<file path="src/rtl/core/svm_pkg.sv">
`timescale 1ns / 1ps
// ----------------------------------------------------------------------------
// svm_pkg: shared types and constants of the sample voice mixer
// Holds the input and result payload structs, function codes and the
// command and status structs between the controller and the datapath.
// ----------------------------------------------------------------------------
package svm_pkg;

  localparam logic [1:0] FUNC_TRIGGER = 2'd0;
  localparam logic [1:0] FUNC_TICK    = 2'd1;
  localparam logic [1:0] FUNC_SAMPLE  = 2'd2;
  localparam logic [1:0] FUNC_DESC    = 2'd3;

  localparam logic signed [16:0] SAT_MAX = 17'sd32767;
  localparam logic signed [16:0] SAT_MIN = -17'sd32768;

  typedef struct packed {
    logic [1:0]         func;
    logic [5:0]         sound_id;
    logic               restart;
    logic [15:0]        mem_addr;
    logic signed [15:0] sample_left;
    logic signed [15:0] sample_right;
    logic [15:0]        sound_base;
    logic [16:0]        sound_frames;
  } svm_in_t;

  typedef struct packed {
    logic signed [15:0] mix_left;
    logic signed [15:0] mix_right;
  } svm_out_t;

  // Datapath operations issued by the controller.
  typedef enum logic [2:0] {
    OP_NONE,
    OP_CAPTURE,
    OP_SERVE,
    OP_MIX_DESC,
    OP_MIX_RD,
    OP_MIX_ADD,
    OP_EMIT
  } svm_op_t;

  typedef struct packed {
    svm_op_t op;
  } svm_cmd_t;

  typedef struct packed {
    logic serve_last;
    logic mix_last;
  } svm_sts_t;

endpackage

</file>
<file path="src/rtl/core/svm_ctrl.sv">
`timescale 1ns / 1ps
// ----------------------------------------------------------------------------
// svm_ctrl: controller of the sample voice mixer
// Sequences a tick through trigger service, then a descriptor read, a
// sample read and an add step for every voice, then emission of the frame.
// ----------------------------------------------------------------------------
module svm_ctrl
  import svm_pkg::*;
(
  input  logic     clk,
  input  logic     rst_n,
  input  logic     start,
  input  logic     is_tick,
  input  svm_sts_t sts,
  output logic     busy,
  output svm_cmd_t cmd
);

  typedef enum logic [2:0] {
    S_IDLE, S_CAPTURE, S_SERVE, S_DESC, S_RD, S_ADD, S_EMIT
  } state_t;

  state_t state_r, state_nxt;

  always_comb begin
    state_nxt = state_r;
    unique case (state_r)
      S_IDLE:    if (start) begin
        state_nxt = is_tick ? S_CAPTURE : S_IDLE;
      end
      S_CAPTURE: begin
        state_nxt = S_SERVE;
      end
      S_SERVE:   if (sts.serve_last) begin
        state_nxt = S_DESC;
      end
      S_DESC:    state_nxt = S_RD;
      S_RD:      state_nxt = S_ADD;
      S_ADD:     state_nxt = sts.mix_last ? S_EMIT : S_DESC;
      S_EMIT:    state_nxt = S_IDLE;
      default:   state_nxt = S_IDLE;
    endcase
  end

  always_ff @(posedge clk) begin
    if (!rst_n) begin
      state_r <= S_IDLE;
    end else begin
      state_r <= state_nxt;
    end
  end

  assign busy = (state_r != S_IDLE);

  always_comb begin
    unique case (state_r)
      S_IDLE:    cmd.op = start ? OP_CAPTURE : OP_NONE;
      S_CAPTURE: cmd.op = OP_NONE;
      S_SERVE:   cmd.op = OP_SERVE;
      S_DESC:    cmd.op = OP_MIX_DESC;
      S_RD:      cmd.op = OP_MIX_RD;
      S_ADD:     cmd.op = OP_MIX_ADD;
      S_EMIT:    cmd.op = OP_EMIT;
      default:   cmd.op = OP_NONE;
    endcase
  end

  // A tick never skips trigger service.
  a_serve_after_capture: assert property (@(posedge clk) disable iff (!rst_n)
    state_r == S_CAPTURE |=> state_r == S_SERVE)
    else $error("capture not followed by serve");
  // Every read step is followed by its add step.
  a_rd_add: assert property (@(posedge clk) disable iff (!rst_n)
    state_r == S_RD |=> state_r == S_ADD)
    else $error("read without add");
  // Emission returns to idle.
  a_emit_idle: assert property (@(posedge clk) disable iff (!rst_n)
    state_r == S_EMIT |=> state_r == S_IDLE)
    else $error("emit not followed by idle");

endmodule

</file>
<file path="config.mk">
export PLATFORM = sky130hd
export DESIGN_NAME = svm_ctrl
export DESIGN_NICKNAME = d
export VERILOG_FILES = /design/src/rtl/core/svm_pkg.sv /design/src/rtl/core/svm_ctrl.sv
export SDC_FILE = /design/constraint.sdc
export NUM_CORES = 1
export LEC_CHECK = 0
export BUFFER_PORTS_ARGS = -buffer_cell sky130_fd_sc_hd__buf_2
export CELL_PAD_IN_SITES_DETAIL_PLACEMENT = 0
export CELL_PAD_IN_SITES_GLOBAL_PLACEMENT = 2
export CORE_AREA = 8 8 45 47
export CTS_CLUSTER_SIZE = 40
export DETAILED_ROUTE_END_ITERATION = 10
export DIE_AREA = 0 0 53 55
export GPL_ROUTABILITY_DRIVEN = 1
export HOLD_SLACK_MARGIN = 0.15
export PLACE_DENSITY = 0.61
export SLEW_MARGIN = 10
export SYNTH_ARGS = -nofsm -noshare
export SYNTH_HDL_FRONTEND = slang
export SYNTH_SLANG_ARGS = --single-unit
export TNS_END_PERCENT = 30
</file>
<file path="constraint.sdc">
create_clock -name clk -period 2.7 [get_ports clk]
set_input_delay 0.405 -clock clk [delete_from_list [all_inputs] [get_ports clk]]
set_output_delay 0.405 -clock clk [all_outputs]
set_load 0.005 [all_outputs]
</file>
==> metrics.md <==
| Metric | Value |
|---|---|
| Number of gates resized after CTS | 0 |
| Library cell used as clock root buffer | sky130_fd_sc_hd__clkbuf_4 |
| Number of rows created at floorplan | 14 |
| Clock network latency to the later pin of the worst-skew pair | 230 ps |
| Worst EP arrival | 1280 ps |
| Detail-routed via count per cell | 4.02 |
| I/O pin count | 10 |
| Accumulated negative setup slack | 0 ps |
| Maximum cell stage delay along the critical path | 410 ps |
| Transition time of the tightest slew-check pin | 368 ps |
| Cell taking the most area after synthesis | sky130_fd_sc_hd__dfxtp_1 |
| Hold bufs inserted after CTS | 0 |
| Effective utilization at floorplan | 16.1% |
| Clock tree from TritonCTS | yes |
| Total Nets Final | 45 |
| First-pass GRT wire length | 876 um |
| Data required time of the worst path | 2300 ps |
| Worst-case vdd ir drop | 0.144 mV |
| Final Non-Filler Cells | 54 |
| Cell count after synthesis | 28 |
| Final design instance area without fill | 293 um^2 |
| Maximum clock frequency | 594 MHz |
| Classification of the worst-slack hold path | in2reg |
| Final slew viol count | 0 |
| Number of global-route vias before repair | 230 |
| Most instantiated cells after synthesis | 3 x sky130_fd_sc_hd__a21oi_1, 3 x sky130_fd_sc_hd__dfxtp_1, 3 x sky130_fd_sc_hd__inv_1 |
| Count of yosys warnings during synthesis | 0 |
| Most used flip-flop cell after synthesis | sky130_fd_sc_hd__dfxtp_1 |
| Setup-violating endpoint count in the final report | 0 |
| Drt first pass iters | 2 |
| Detailed-route wire length per cell | 10.1 um |
| Nature of the critical path startpoint | register |
| Number of enable flip-flop cells after synthesis | 0 |
| Sequential fraction of the synthesis area | 27.0% |
| Worst setup path class | reg2out |
| Area growth, synth to finish | 31.5% |
| Horizontal die dimension | 53 um |
| Total track usage | 3.93% |
| Mean area per synthesized cell | 7.95 um^2 |
| Clock Tree Buf Depth | 2 |
| Number of filler instances in the final layout | 167 |
| Post-DRT Antenna Nets | 0 |
| Rel. slew slack | 75.4% |
| Share of post-route cells with drive strength above 1 | 36.8% |
| Leakage power figure | 0.138 nW |
| GRT overflow | 0 |
| Largest register FFs | 3 |
| Count of distinct cell types in the synthesized netlist | 19 |
| Net Count, Synth | 34 |
| Number of buffers added for setup after CTS | 0 |
| Total wire length | 548 um |
| Setup repair after global routing missed its margin | false |
| Number of buffers inserted by port buffering | 9 |
| Final Hold Viols | 0 |
| Number of H-tree branching levels | 1 |
| Maximum fanout along the worst path | 12 |
| Leading cell types by total area after synthesis | sky130_fd_sc_hd__dfxtp_1 27%, sky130_fd_sc_hd__a21oi_1 6.7%, sky130_fd_sc_hd__nor2b_1 5.6% |
| DIE AREA | 0.00292 mm^2 |
| Standard cell core area | 0.00138 mm^2 |
| Clock Skews | 3.09 ps |
| Portion of synthesized cell area occupied by the leading cell type | 27.0% |
| Pin count of the biggest net entering global routing | 13 |
| Height of the die | 55 um |
| Via Count | 217 |
| Endpoint kind of the worst setup timing path | primary output |
| Run status | finished, final reports clean |
| Largest registers | state_r: 3 flops |
| Starting DRC count in detailed routing | 1 |
| Cell area after synthesis | 223 um^2 |
| Instance area after placement | 267 um^2 |
| Power density of the placed cells | 564 mW/mm^2 |
| Number of remaining DRC errors | 0 |
| Sink count of the clock tree | 3 |
| Share of the cycle needed by the critical path after routing | 62.4% |
| Antenna diode count | 0 |
| Max Cap Violations | 0 |
| Flops & latches, synth | 3 |
| Cell total after placement | 50 |
| Ordered list of cells on the worst path | or3_4, o21ai_2, buf_2 |
| Time the final worst path needs with I/O delays and setup | 1680 ps |
| Placer congestion estimate | 0.739 |
| Antenna violations before repair | 0 |
| Number of clock buffers inserted by TritonCTS | 3 |
| Slowest CP cell | sky130_fd_sc_hd__dfxtp_1 |
| Final core occ | 21.2% |
| Ys async rst share | 0% |
| CTS clock-pin slew for the worst setup and hold paths | 40 ps |
| Register with the most flip-flops | state_r |
-- final timing paths --
path	start	endpoint	slack, ps	cells past startpoint
worst max-delay path	state_r[1]	cmd[0]	1020	3
worst min-delay path	rst_n	state_r[1]	420	2
worst max register to register	state_r[2]	state_r[0]	1620	3
worst min register to register	state_r[1]	state_r[1]	710	2
-- where the power goes --
part / internal, W / switching, W / total, W
Clock: 0.0000553 / 0.0000218 / 0.0000771
Sequential: 0.0000478 / 0.00000854 / 0.0000564
Combinational: 0.0000194 / 0.0000124 / 0.0000318
-- worst max-delay path, delay by kind of cell, from the launching register on --
family                 cells  cell delay (ps)
AO/OA/AOI/OAI              1              110
buffers and inverters      1              120
flip-flops                 1              410
AND/OR/NAND/NOR            1              410
-- routing by layer --
layer	up-vias	GRT usage [%]	part of all wire, %
li1	118	-	-
met2	7	6.05	43
met5	-	0	0
met1	92	4.39	49
met4	0	3.88	0
met3	0	0.802	7.3
-- placed cells by master (no fill, tap or decap) --
cell type and n:
sky130_fd_sc_hd__a21boi_0 1, sky130_fd_sc_hd__a21oi_1 3, sky130_fd_sc_hd__and2_1 1, sky130_fd_sc_hd__buf_2 9, sky130_fd_sc_hd__clkbuf_1 1, sky130_fd_sc_hd__clkbuf_4 3
sky130_fd_sc_hd__dfxtp_1 3, sky130_fd_sc_hd__inv_1 3, sky130_fd_sc_hd__nand2_1 1, sky130_fd_sc_hd__nand3b_1 1, sky130_fd_sc_hd__nor2b_1 2, sky130_fd_sc_hd__nor3_1 2
sky130_fd_sc_hd__nor3b_1 1, sky130_fd_sc_hd__o2111a_1 1, sky130_fd_sc_hd__o21a_1 1, sky130_fd_sc_hd__o21ai_0 1, sky130_fd_sc_hd__o21ai_2 1, sky130_fd_sc_hd__o31ai_1 1
sky130_fd_sc_hd__or3_4 1, sky130_fd_sc_hd__xor2_1 1
-- cell families (layout without fill, tap and decap cells) --
group	count (synthesis)	in the layout	synth area share, %
flops	3	3	27.0
buf+inv	6	16	14.6
simple gates	9	9	26.4
compound gates	9	9	28.1
xor+xnor	1	1	3.93
-- stage by stage --
step           hold slack, ps   power, W  worst slack, ps
6_report                  416   0.000165             1020
5_1_grt                   418   0.000176              943
4_1_cts                   414   0.000169              999
3_5_place_dp              652  0.0000898             1250
3_3_place_gp              638  0.0000890             1270
2_1_floorplan             523  0.0000793             1380
-- cell type report --
class / count / area, um^2 / share of cell area [%]
clock buffer: 4 / 26.3 / 8.97
inverter: 3 / 11.3 / 3.85
multi-input combinational: 19 / 130 / 44.4
sequential: 3 / 60.1 / 20.5
tap: 16 / 20.0 / 6.84
timing repair buffer: 9 / 45.0 / 15.4
Note: power is estimated with default switching activity, not from simulation.
